**config.mk**
```make
export PLATFORM = sky130hd
export DESIGN_NAME = temperature_batch_monitor
export DESIGN_NICKNAME = d
export VERILOG_FILES = /design/src/design/tbm_pkg.sv /design/src/design/tbm_front.sv /design/src/design/tbm_queue.sv /design/src/design/tbm_back.sv /design/src/design/temperature_batch_monitor.sv
export SDC_FILE = /design/constraint.sdc
export NUM_CORES = 1
export LEC_CHECK = 0
export BUFFER_PORTS_ARGS = -buffer_cell sky130_fd_sc_hd__buf_2
export CAP_MARGIN = 20
export CORE_ASPECT_RATIO = 0.75
export CORE_MARGIN = 3
export CORE_UTILIZATION = 37
export CTS_BUF_LIST = sky130_fd_sc_hd__clkbuf_8 sky130_fd_sc_hd__clkbuf_16
export DETAILED_ROUTE_END_ITERATION = 10
export GPL_ROUTABILITY_DRIVEN = 0
export SLEW_MARGIN = 30
export SYNTH_ARGS = -nofsm -noshare
export SYNTH_HDL_FRONTEND = slang
export SYNTH_HIERARCHICAL = 1
export SYNTH_SLANG_ARGS = --single-unit
```
**constraint.sdc**
```tcl
create_clock -name clk -period 10.42 [get_ports clk]
set_input_delay 0.521 -clock clk [delete_from_list [all_inputs] [get_ports clk]]
set_output_delay 0.521 -clock clk [all_outputs]
set_load 0.03 [all_outputs]
```
**src/design/tbm_pkg.sv**
```systemverilog
// Package for the temperature batch monitor.
// Holds the payload structs, register indexes, limits and reset values.
// No dependencies; every other design file imports it.
`default_nettype none

package tbm_pkg;

  localparam int MaxReadings = 128;
  localparam int PosLimit    = ((MaxReadings - 1) < 127) ? (MaxReadings - 1) : 127;
  localparam int NumW        = 27;
  localparam int DivSteps    = NumW;

  localparam logic [6:0]  POS_LIMIT      = 7'(PosLimit);
  localparam logic [7:0]  COUNT_MAX      = 8'hFF;
  localparam logic [22:0] SUM_MAX        = 23'h7F_FFFF;
  localparam logic [18:0] AVG_MAX        = 19'd327670;
  localparam logic [14:0] MIN_RESET      = 15'h7FFF;
  localparam logic [14:0] WARNING_RESET  = 15'd300;
  localparam logic [14:0] CRITICAL_RESET = 15'd450;
  localparam logic [14:0] SHUTDOWN_RESET = 15'd600;

  typedef enum logic [1:0] {
    REG_WARNING  = 2'd0,
    REG_CRITICAL = 2'd1,
    REG_SHUTDOWN = 2'd2
  } cfg_reg_t;

  typedef struct packed {
    logic signed [15:0] reading;
    logic               last_reading;
  } tbm_in_t;

  typedef struct packed {
    logic [14:0] min_value;
    logic [14:0] max_value;
    logic [18:0] average_value;
    logic [7:0]  error_count;
    logic [7:0]  normal_count;
    logic [7:0]  warning_count;
    logic [7:0]  critical_count;
    logic [7:0]  shutdown_count;
    logic        first_found;
    logic [6:0]  first_index;
    logic [14:0] first_value;
  } tbm_out_t;

  // Raw statistics of one finished batch, before the average is formed.
  typedef struct packed {
    logic [14:0] min_value;
    logic [14:0] max_value;
    logic [22:0] sum;
    logic [7:0]  valid_total;
    logic [7:0]  error_count;
    logic [7:0]  normal_count;
    logic [7:0]  warning_count;
    logic [7:0]  critical_count;
    logic [7:0]  shutdown_count;
    logic        first_found;
    logic [6:0]  first_index;
    logic [14:0] first_value;
  } tbm_batch_t;

  function automatic logic [7:0] sat_inc(input logic [7:0] c);
    return (c == COUNT_MAX) ? COUNT_MAX : 8'(c + 8'd1);
  endfunction

endpackage

`default_nettype wire

```
**src/design/tbm_front.sv**
```systemverilog
// Front end of the temperature batch monitor: threshold registers and per-reading statistics.
// Accepts one reading per cycle while the queue is not full and pushes a batch record on the last one. Uses tbm_pkg.
`default_nettype none

module tbm_front (
  input  wire logic              clk,
  input  wire logic              rst,
  input  wire logic              cfg_we,
  input  wire logic [1:0]        cfg_index,
  input  wire logic [14:0]       cfg_data,
  input  wire logic              in_valid,
  output logic                   in_stall,
  input  wire tbm_pkg::tbm_in_t  in_data,
  input  wire logic              q_full,
  output logic                   q_push,
  output tbm_pkg::tbm_batch_t    q_data
);
  import tbm_pkg::*;

  logic [14:0] warning_level;
  logic [14:0] critical_level;
  logic [14:0] shutdown_level;

  tbm_batch_t  stats;
  tbm_batch_t  stats_next;
  tbm_batch_t  stats_clear;
  logic [6:0]  position;
  logic [6:0]  position_next;
  logic        accept;
  logic        is_err;
  logic [14:0] r;
  logic [23:0] sum_wide;

  always_ff @(posedge clk) begin
    if (rst) begin
      warning_level  <= WARNING_RESET;
      critical_level <= CRITICAL_RESET;
      shutdown_level <= SHUTDOWN_RESET;
    end else if (cfg_we) begin
      unique case (cfg_index)
        REG_WARNING:  warning_level  <= cfg_data;
        REG_CRITICAL: critical_level <= cfg_data;
        REG_SHUTDOWN: shutdown_level <= cfg_data;
        default: ;
      endcase
    end
  end

  assign in_stall = q_full;
  assign accept   = in_valid && !in_stall;
  assign is_err   = in_data.reading[15];
  assign r        = in_data.reading[14:0];
  assign sum_wide = {1'b0, stats.sum} + {9'd0, r};

  always_comb begin
    stats_clear           = '0;
    stats_clear.min_value = MIN_RESET;
  end

  always_comb begin
    stats_next    = stats;
    position_next = (position < POS_LIMIT) ? 7'(position + 7'd1) : position;
    if (is_err) begin
      stats_next.error_count = sat_inc(stats.error_count);
    end else begin
      if (r < stats.min_value) stats_next.min_value = r;
      if (r > stats.max_value) stats_next.max_value = r;
      stats_next.sum = (sum_wide > {1'b0, SUM_MAX}) ? SUM_MAX : sum_wide[22:0];
      stats_next.valid_total = sat_inc(stats.valid_total);
      priority if (r < warning_level) begin
        stats_next.normal_count = sat_inc(stats.normal_count);
      end else if (r < critical_level) begin
        stats_next.warning_count = sat_inc(stats.warning_count);
      end else if (r < shutdown_level) begin
        stats_next.critical_count = sat_inc(stats.critical_count);
      end else begin
        stats_next.shutdown_count = sat_inc(stats.shutdown_count);
      end
      if (!stats.first_found && (r >= critical_level)) begin
        stats_next.first_found = 1'b1;
        stats_next.first_index = position;
        stats_next.first_value = r;
      end
    end
  end

  always_ff @(posedge clk) begin
    if (rst || (accept && in_data.last_reading)) begin
      stats    <= stats_clear;
      position <= '0;
    end else if (accept) begin
      stats    <= stats_next;
      position <= position_next;
    end
  end

  assign q_push = accept && in_data.last_reading;
  assign q_data = stats_next;

endmodule

`default_nettype wire

```
**src/design/tbm_queue.sv**
```systemverilog
// Two-entry queue of finished batch records between the front and back ends.
// Uses tbm_pkg for the record type.
`default_nettype none

module tbm_queue (
  input  wire logic                clk,
  input  wire logic                rst,
  input  wire logic                push,
  input  wire tbm_pkg::tbm_batch_t push_data,
  output logic                     full,
  input  wire logic                pop,
  output tbm_pkg::tbm_batch_t      pop_data,
  output logic                     empty
);
  import tbm_pkg::*;

  tbm_batch_t entries [2];
  logic       wr_ptr;
  logic       rd_ptr;
  logic [1:0] count;
  logic       do_push;
  logic       do_pop;

  assign full     = (count == 2'd2);
  assign empty    = (count == 2'd0);
  assign do_push  = push && !full;
  assign do_pop   = pop && !empty;
  assign pop_data = entries[rd_ptr];

  always_ff @(posedge clk) begin
    if (do_push) entries[wr_ptr] <= push_data;
  end

  always_ff @(posedge clk) begin
    if (rst) begin
      wr_ptr <= 1'b0;
      rd_ptr <= 1'b0;
      count  <= 2'd0;
    end else begin
      if (do_push) wr_ptr <= !wr_ptr;
      if (do_pop) rd_ptr <= !rd_ptr;
      if (do_push && !do_pop) count <= 2'(count + 2'd1);
      else if (do_pop && !do_push) count <= 2'(count - 2'd1);
    end
  end

endmodule

`default_nettype wire

```
**src/design/tbm_back.sv**
```systemverilog
// Back end of the temperature batch monitor: forms the rounded average with a
// bit-serial divider and holds the summary in the output register. Uses tbm_pkg.
`default_nettype none

module tbm_back (
  input  wire logic                clk,
  input  wire logic                rst,
  input  wire logic                q_empty,
  output logic                     q_pop,
  input  wire tbm_pkg::tbm_batch_t q_data,
  output logic                     out_valid,
  input  wire logic                out_stall,
  output tbm_pkg::tbm_out_t        out_data
);
  import tbm_pkg::*;

  typedef enum logic [2:0] {
    S_IDLE = 3'b001,
    S_DIV  = 3'b010,
    S_OUT  = 3'b100
  } state_t;

  state_t            state;
  logic [NumW-1:0]   work;
  logic [7:0]        rem;
  logic [7:0]        divisor;
  logic [4:0]        step_cnt;
  logic [NumW-1:0]   numer;
  logic [8:0]        rem_shift;
  logic              qbit;
  logic [7:0]        rem_next;
  logic [NumW-1:0]   work_next;

  assign q_pop     = (state == S_IDLE) && !q_empty;
  assign out_valid = (state == S_OUT);

  assign numer = {1'b0, q_data.sum, 3'b000} + {3'b000, q_data.sum, 1'b0}
               + {20'd0, q_data.valid_total[7:1]};

  assign rem_shift = {rem, work[NumW-1]};
  assign qbit      = (rem_shift >= {1'b0, divisor});
  assign rem_next  = qbit ? 8'(rem_shift - {1'b0, divisor}) : rem_shift[7:0];
  assign work_next = {work[NumW-2:0], qbit};

  always_ff @(posedge clk) begin
    if (rst) begin
      state <= S_IDLE;
    end else begin
      unique case (state)
        S_IDLE: begin
          if (!q_empty) state <= (q_data.valid_total == 8'd0) ? S_OUT : S_DIV;
        end
        S_DIV: begin
          if (step_cnt == 5'd1) state <= S_OUT;
        end
        S_OUT: begin
          if (!out_stall) state <= S_IDLE;
        end
        default: state <= S_IDLE;
      endcase
    end
  end

  always_ff @(posedge clk) begin
    unique case (state)
      S_IDLE: begin
        work     <= numer;
        rem      <= '0;
        divisor  <= q_data.valid_total;
        step_cnt <= 5'(DivSteps);
        out_data.min_value      <= (q_data.valid_total == 8'd0) ? 15'd0 : q_data.min_value;
        out_data.max_value      <= (q_data.valid_total == 8'd0) ? 15'd0 : q_data.max_value;
        out_data.average_value  <= '0;
        out_data.error_count    <= q_data.error_count;
        out_data.normal_count   <= q_data.normal_count;
        out_data.warning_count  <= q_data.warning_count;
        out_data.critical_count <= q_data.critical_count;
        out_data.shutdown_count <= q_data.shutdown_count;
        out_data.first_found    <= q_data.first_found;
        out_data.first_index    <= q_data.first_index;
        out_data.first_value    <= q_data.first_value;
      end
      S_DIV: begin
        work     <= work_next;
        rem      <= rem_next;
        step_cnt <= 5'(step_cnt - 5'd1);
        if (step_cnt == 5'd1) begin
          out_data.average_value <= (work_next > {8'd0, AVG_MAX}) ? AVG_MAX : work_next[18:0];
        end
      end
      S_OUT: ;
      default: ;
    endcase
  end

endmodule

`default_nettype wire

```
**src/design/temperature_batch_monitor.sv**
```systemverilog
// Top level of the temperature batch monitor.
// Instantiates tbm_front, tbm_queue and tbm_back; uses tbm_pkg.
//
// The block takes one reading per cycle while in_stall is low. The front end
// registers the batch statistics on each accepted reading and, on the last
// reading, places a batch record in a two-entry queue. The back end forms the
// average with a one-bit-per-cycle divider of 27 steps; a summary is held in
// the output register until it is transferred. in_stall is high only while
// both queue entries are taken, which happens when batches end faster than the
// back end drains the queue or the output stays stalled.
`default_nettype none

module temperature_batch_monitor (
  input  wire logic             clk,
  input  wire logic             rst,
  input  wire logic             cfg_we,
  input  wire logic [1:0]       cfg_index,
  input  wire logic [14:0]      cfg_data,
  input  wire logic             in_valid,
  output logic                  in_stall,
  input  wire tbm_pkg::tbm_in_t in_data,
  output logic                  out_valid,
  input  wire logic             out_stall,
  output tbm_pkg::tbm_out_t     out_data
);
  import tbm_pkg::*;

  logic       q_push;
  logic       q_full;
  logic       q_pop;
  logic       q_empty;
  tbm_batch_t q_wdata;
  tbm_batch_t q_rdata;

  tbm_front u_front (
    .clk       (clk),
    .rst       (rst),
    .cfg_we    (cfg_we),
    .cfg_index (cfg_index),
    .cfg_data  (cfg_data),
    .in_valid  (in_valid),
    .in_stall  (in_stall),
    .in_data   (in_data),
    .q_full    (q_full),
    .q_push    (q_push),
    .q_data    (q_wdata)
  );

  tbm_queue u_queue (
    .clk       (clk),
    .rst       (rst),
    .push      (q_push),
    .push_data (q_wdata),
    .full      (q_full),
    .pop       (q_pop),
    .pop_data  (q_rdata),
    .empty     (q_empty)
  );

  tbm_back u_back (
    .clk       (clk),
    .rst       (rst),
    .q_empty   (q_empty),
    .q_pop     (q_pop),
    .q_data    (q_rdata),
    .out_valid (out_valid),
    .out_stall (out_stall),
    .out_data  (out_data)
  );

endmodule

`default_nettype wire
```
==> flow_metrics.env, run 1 <==
export IMPL_fin_cells=3685
export IMPL_seq_area_frac_synth_pct=55.9
export IMPL_critical_path_cell_chain="mux2_4 -> inv_1 -> fa_1 -> inv_1 -> fa_1 -> a21o_1 -> nand4_1 -> a31oi_1 -> o21ai_1 -> o21ai_0 -> a211oi_1 -> xor2_1 -> a21oi_1"
export IMPL_tns_ns=0
export IMPL_first_global_vias=18765
export IMPL_synthDistinctLibCells=87
export IMPL_fin_crit_sh_pct=38.2
export IMPL_crit_fanout=33
export IMPL_crit_required_ns=10.77
export IMPL_grt_max_degree=82
export IMPL_antenna_found_initial=2
export IMPL_drt_initial_drc_count=1946
export IMPL_htree_num_levels=2
export IMPL_cp_arrival_ns=4.32
export IMPL_yosys_warnings=6
export IMPL_p_switching_mw=3.02
export IMPL_vias=19466
export IMPL_wl_um=66600
export IMPL_die_w_um=327
export IMPL_die_h_um=246
export IMPL_grt_pass1_wl_um=104000
export IMPL_hold_viol=0
export IMPL_rsz0062_at_grt="no"
export IMPL_clockBufferDepth=3
export IMPL_peakVddDrop_uv=192
export IMPL_dpl_hpwl_um=44500
export IMPL_hp_class="input pin to register"
export IMPL_worst_slew_pin_slew_ns=0.967
export IMPL_pwr_share_clk_pct=26.3
export IMPL_p_comb_share_pct=33.4
export IMPL_cts_root_buf="clkbuf_16"
export IMPL_ctsHoldBuffers=0
export IMPL_io_buffer_count=152
export IMPL_dp_cells=3571
export IMPL_multi_input_area_mm2=0.0117
export IMPL_maxCapViolations=0
export IMPL_drive_gt1_share_pct=18.6
export IMPL_via_per_inst=5.28
export IMPL_power_density_mw_per_mm2=263
export IMPL_slew_headroom_pct=35.6
export IMPL_power_leakage_nw=12.4
export IMPL_firstDrtPassIters=5
export IMPL_final_common_cell="edfxtp_1"
export IMPL_crit_path_start_kind="register"
export IMPL_routedWlPerCell_um=18.1
export IMPL_fin_crit_ns=3.98
export IMPL_ant_nets=0
export IMPL_nNetsFinal=2804
export IMPL_start_util_pct=37.7
export IMPL_swShare_pct=35.4
export IMPL_fmax_mhz=251
export IMPL_fin_area_mm2=0.0324
export IMPL_syn_nets=2674
export IMPL_status="complete, no violations"
export IMPL_grt_usage_pct=16.1
export IMPL_skew_ns=0.0505
export IMPL_fp_coreArea_mm2=0.0758
export IMPL_layout_common_cells="edfxtp_1 (408), nand2_1 (270), a21oi_1 (199)"
export IMPL_cp_end_kind="register"
export IMPL_clk_pin_slew_ns=0.07
export IMPL_cts_resized=0
export IMPL_syn_to_final_growth_pct=13.6
export IMPL_async_reset_ff_share_pct=0
export IMPL_synthCells=2481
export IMPL_synth_area_mm2=0.0285
export IMPL_setup_viol=0
export IMPL_clock_sinks=592
export IMPL_cp_slowest_cell="dfxtp_4"
export IMPL_pin_count=153
export IMPL_intPower_mw=5.51
export IMPL_fillers=7085
export IMPL_p_seq_share_pct=40.3
export IMPL_cts_tree="done"
export IMPL_synth_area_per_cell_um2=11.5
export IMPL_final_max_slew_viol_count=0
export IMPL_cts_setup_buffers=0
export IMPL_register_area_mm2=0.0159
export IMPL_critPathMaxStageDelay_ns=0.74
export IMPL_path_class="register to register"
export IMPL_synth_ff_type="edfxtp_1"
export IMPL_cts_buffers_inserted=59
export IMPL_postPlaceCellArea_mm2=0.0303
export IMPL_clock_latency_ns=0.65
export IMPL_grt_overflow_total=0
export IMPL_rows=87
export IMPL_ys_ff_latch=592
export IMPL_route_detailed_drc=0
export IMPL_synth_edff_count=408
export IMPL_dieArea_mm2=0.0805
export IMPL_antenna_cells=0
-- cells by family after synthesis --
group           count (synthesis)  synth area share [%]
buf+inv                       220                  3.37
xor+xnor                       57                  1.75
simple gates                  737                  12.2
compound gates                527                  11.5
mux                           194                  8.36
fa+ha+maj                     154                  6.94
flops                         592                  55.9
-- synthesized netlist by cell type, types with 13 or more instances --
cell | count | area, um2
a211o_1 | 13 | 114
a211oi_1 | 18 | 135
a21o_1 | 30 | 225
a21oi_1 | 199 | 996
a31oi_1 | 40 | 250
and2_1 | 44 | 275
and3_1 | 29 | 181
buf_2 | 21 | 105
buf_6 | 13 | 146
clkbuf_1 | 67 | 251
dfxtp_1 | 184 | 3680
edfxtp_1 | 408 | 12300
ha_1 | 147 | 1840
inv_1 | 109 | 409
mux2_2 | 109 | 1230
mux2_4 | 60 | 901
mux2i_1 | 20 | 200
nand2_1 | 270 | 1010
nand3_1 | 62 | 310
nand4_1 | 21 | 131
nor2_1 | 194 | 728
nor2b_1 | 14 | 87.6
nor3_1 | 37 | 185
o21a_1 | 13 | 97.6
o21ai_0 | 124 | 621
xnor2_1 | 25 | 219
xor2_1 | 32 | 280
-- per-stage QoR --
step	power (mW)	setup WS, ns	hold WS, ns	util, %
6_report	8.53	6.44	0.121	42.8
5_1_grt	9.02	6.24	0.114	42.8
4_1_cts	8.62	6.47	0.0908	42.7
3_5_place_dp	6.35	6.51	0.449	40.0
3_3_place_gp	6.28	6.52	0.437	39.9
2_1_floorplan	5.59	0.538	0.431	-
-- power groups by stage --
stage	combinational [mW]	sequential [mW]	clock (mW)
after global placement	2.80	3.48	0
final	2.85	3.44	2.24
after global routing	3.13	3.49	2.40
after floorplan	1.66	3.93	0
after detailed placement	2.85	3.49	0
after CTS	2.87	3.45	2.30
-- worst paths after layout --
kind / endpoint / start / slack [ns] / depth (start not counted)
worst max-delay path: u_back/work[20]$_DFFE_PN_ / register / 6.44 / 13
worst min-delay path: u_front/critical_level[1]$_SDFFE_PP1P_ / cfg_data[1] / 0.12 / 2
worst max register to register: u_back/work[20]$_DFFE_PN_ / register / 6.44 / 13
worst min register to register: u_front/warning_level[1]$_SDFFE_PP0P_ / u_front/warning_level[1]$_SDFFE_PP0P_ / 0.46 / 2
-- cell type report --
class,instances,area share (%)
Multi-Input combinational cell,1669,36.0
Inverter,110,1.28
Clock inverter,46,1.56
Timing Repair Buffer,179,3.12
Sequential cell,592,49.2
Clock buffer,66,4.85
Tap cell,1023,3.95
-- metal layers --
layer | up-vias | GRT usage [%] | wire length [um] | share of wire [%]
met5 | - | 0 | 0 | 0
met4 | 0 | 3.98 | 1300 | 1.9
li1 | 9347 | - | - | -
met2 | 587 | 26.1 | 30200 | 45
met3 | 98 | 2.45 | 3800 | 5.7
met1 | 9434 | 22.7 | 31300 | 47
-- flip-flops by register name, indices dropped and copies added (netlist names), named ones only --
signal	flops
u_queue/entries	248
u_front/stats	124
u_back/out_data	112
u_back/work	27
u_front/critical_level	15
u_front/shutdown_level	15
u_front/warning_level	15
u_back/divisor	8
u_back/rem	8
u_front/position	7
u_back/step_cnt	5
u_back/state	3
u_queue/count	2
u_queue/rd_ptr	1
u_queue/wr_ptr	1
-- worst max-delay path: cells and delay by family (launching register included) --
kind | cells | cell delay [ns]
simple gates | 1 | 0.11
fa+ha+maj | 2 | 0.98
compound gates | 6 | 1.23
flops | 1 | 0.74
mux | 1 | 0.28
xor+xnor | 1 | 0.17
buf+inv | 2 | 0.12
Note: power is estimated with default switching activity, not from simulation.
==> run 2, diff against run 1 <==
- clock period: 10.42 -> 3.55 ns (I/O delays scaled with it)
==> run 2 against run 1 <==
Effect of this change:
- utilization is 0.76 points higher
- global-route usage is 0.18 points higher
- first-iteration DRC count is 12% lower
- critical endpoint is now u_back/work[24]$_DFFE_PN_
- largest cell class unchanged
- largest power group unchanged
==> flow_metrics.env, run 2 (synthesis results as in run 1) <==
export IMPL_status="complete, no violations"
export IMPL_rows=87
export IMPL_dpl_hpwl_um=46400
export IMPL_cp_end_kind="register"
export IMPL_hold_viol=0
export IMPL_register_area_mm2=0.0159
export IMPL_wl_um=67200
export IMPL_first_global_vias=19291
export IMPL_postPlaceCellArea_mm2=0.0306
export IMPL_regMostFlops="u_queue/entries"
export IMPL_io_buffer_count=152
export IMPL_clock_sinks=592
export IMPL_nNetsFinal=2871
export IMPL_tns_ns=0
export IMPL_antenna_found_initial=0
export IMPL_final_max_slew_viol_count=0
export IMPL_grt_pass1_wl_um=106000
export IMPL_vias=19684
export IMPL_grt_usage_pct=16.3
export IMPL_fin_crit_ns=3.41
export IMPL_slew_headroom_pct=46.4
export IMPL_syn_to_final_growth_pct=15.6
export IMPL_firstDrtPassIters=6
export IMPL_ant_nets=0
export IMPL_grt_max_degree=105
export IMPL_routedWlPerCell_um=17.9
export IMPL_power_density_mw_per_mm2=766
export IMPL_drive_gt1_share_pct=20.3
export IMPL_largest_reg_flops=248
export IMPL_start_util_pct=37.7
export IMPL_cts_buffers_inserted=59
export IMPL_power_leakage_nw=12.7
export IMPL_fmax_mhz=293
export IMPL_grt_overflow_total=0
export IMPL_antenna_cells=0
export IMPL_setup_viol=0
export IMPL_fin_area_mm2=0.0330
export IMPL_die_h_um=246
export IMPL_peakVddDrop_uv=755
export IMPL_htree_num_levels=2
export IMPL_crit_required_ns=3.98
export IMPL_worst_slew_pin_slew_ns=0.800
export IMPL_fillers=7059
export IMPL_layout_common_cells="edfxtp_1 (408), nand2_1 (270), a21oi_1 (196)"
export IMPL_rsz0062_at_grt="yes"
export IMPL_cts_root_buf="clkbuf_16"
export IMPL_path_class="register to register"
export IMPL_dieArea_mm2=0.0805
export IMPL_crit_fanout=10
export IMPL_fin_cells=3752
export IMPL_pin_count=153
export IMPL_hp_class="input pin to register"
export IMPL_fp_coreArea_mm2=0.0758
export IMPL_clockBufferDepth=3
export IMPL_final_common_cell="edfxtp_1"
export IMPL_dp_cells=3609
export IMPL_hold_ws_ns=0.0633
export IMPL_fin_crit_sh_pct=96.1
export IMPL_die_w_um=327
export IMPL_clk_pin_slew_ns=0.06
export IMPL_skew_ns=0.0486
export IMPL_cp_arrival_ns=3.84
export IMPL_reg_top3="u_queue/entries x248, u_front/stats x124, u_back/out_data x112"
export IMPL_multi_input_area_mm2=0.0117
export IMPL_crit_path_start_kind="register"
export IMPL_cts_tree="done"
export IMPL_drt_initial_drc_count=1707
export IMPL_clock_latency_ns=0.65
export IMPL_via_per_inst=5.25
export IMPL_maxCapViolations=0
export IMPL_route_detailed_drc=0
export IMPL_finalPower_mw=25.2
-- run 2: layout make-up --
class | instances | share of cell area [%]
sequential | 592 | 48.3
multi-input combinational | 1669 | 35.6
timing repair buffer | 246 | 4.89
clock buffer | 66 | 4.80
tap | 1023 | 3.88
inverter | 110 | 1.26
clock inverter | 46 | 1.19
-- run 2: path summary, 6_finish.rpt --
check | start | end | slack [ns] | depth (start not counted)
max | register | u_back/work[24]$_DFFE_PN_ | 0.14 | 14
min | in_data[13] | u_front/stats[106]$_SDFFE_PP0P_ | 0.06 | 4
max reg2reg | register | u_back/work[24]$_DFFE_PN_ | 0.14 | 14
min reg2reg | u_front/shutdown_level[0]$_SDFFE_PP0P_ | u_front/shutdown_level[0]$_SDFFE_PP0P_ | 0.45 | 2
-- run 2: layer usage --
layer	vias up	wire length, um	track usage, %
met5	-	0	0
met4	0	1300	3.98
met3	101	3630	2.32
met2	539	30400	26.1
met1	9584	31800	23.3
li1	9460	-	-
-- run 2: stage by stage --
stage	worst slack (ns)	utilization, %
global route	-0.00358	43.5
floorplan	-0.977	-
global placement	0.0597	40.4
finish	0.138	43.5
CTS	0.00675	43.4
detailed placement	-0.106	40.4
-- run 2: critical path, stage by stage, from the launching register on --
cell and delay (ns):
dfxtp_4 0.36, buf_12 0.15, mux2_4 0.21, inv_1 0.06, fa_1 0.53, inv_1 0.07, fa_2 0.40, a21o_1 0.19
nand4_1 0.14, a31oi_4 0.15, o211ai_1 0.22, o211ai_1 0.20, a22oi_2 0.23, inv_1 0.07, o31ai_1 0.25
-- run 2: what timing repair did --
item	CTS	global route
hold buffers	25	0
endpoints found under the hold margin	60	0
buffers inserted	3	3
gates resized for setup	3	16
pin swaps	1	8
endpoints found under the setup margin	4	9
-- run 2: power by group --
part           internal (mW)  total (mW)  switching (mW)
combinational           3.17        8.98            5.82
clock                   3.52        6.25            2.74
sequential              9.46        10.0           0.554
total                   16.1        25.2            9.11
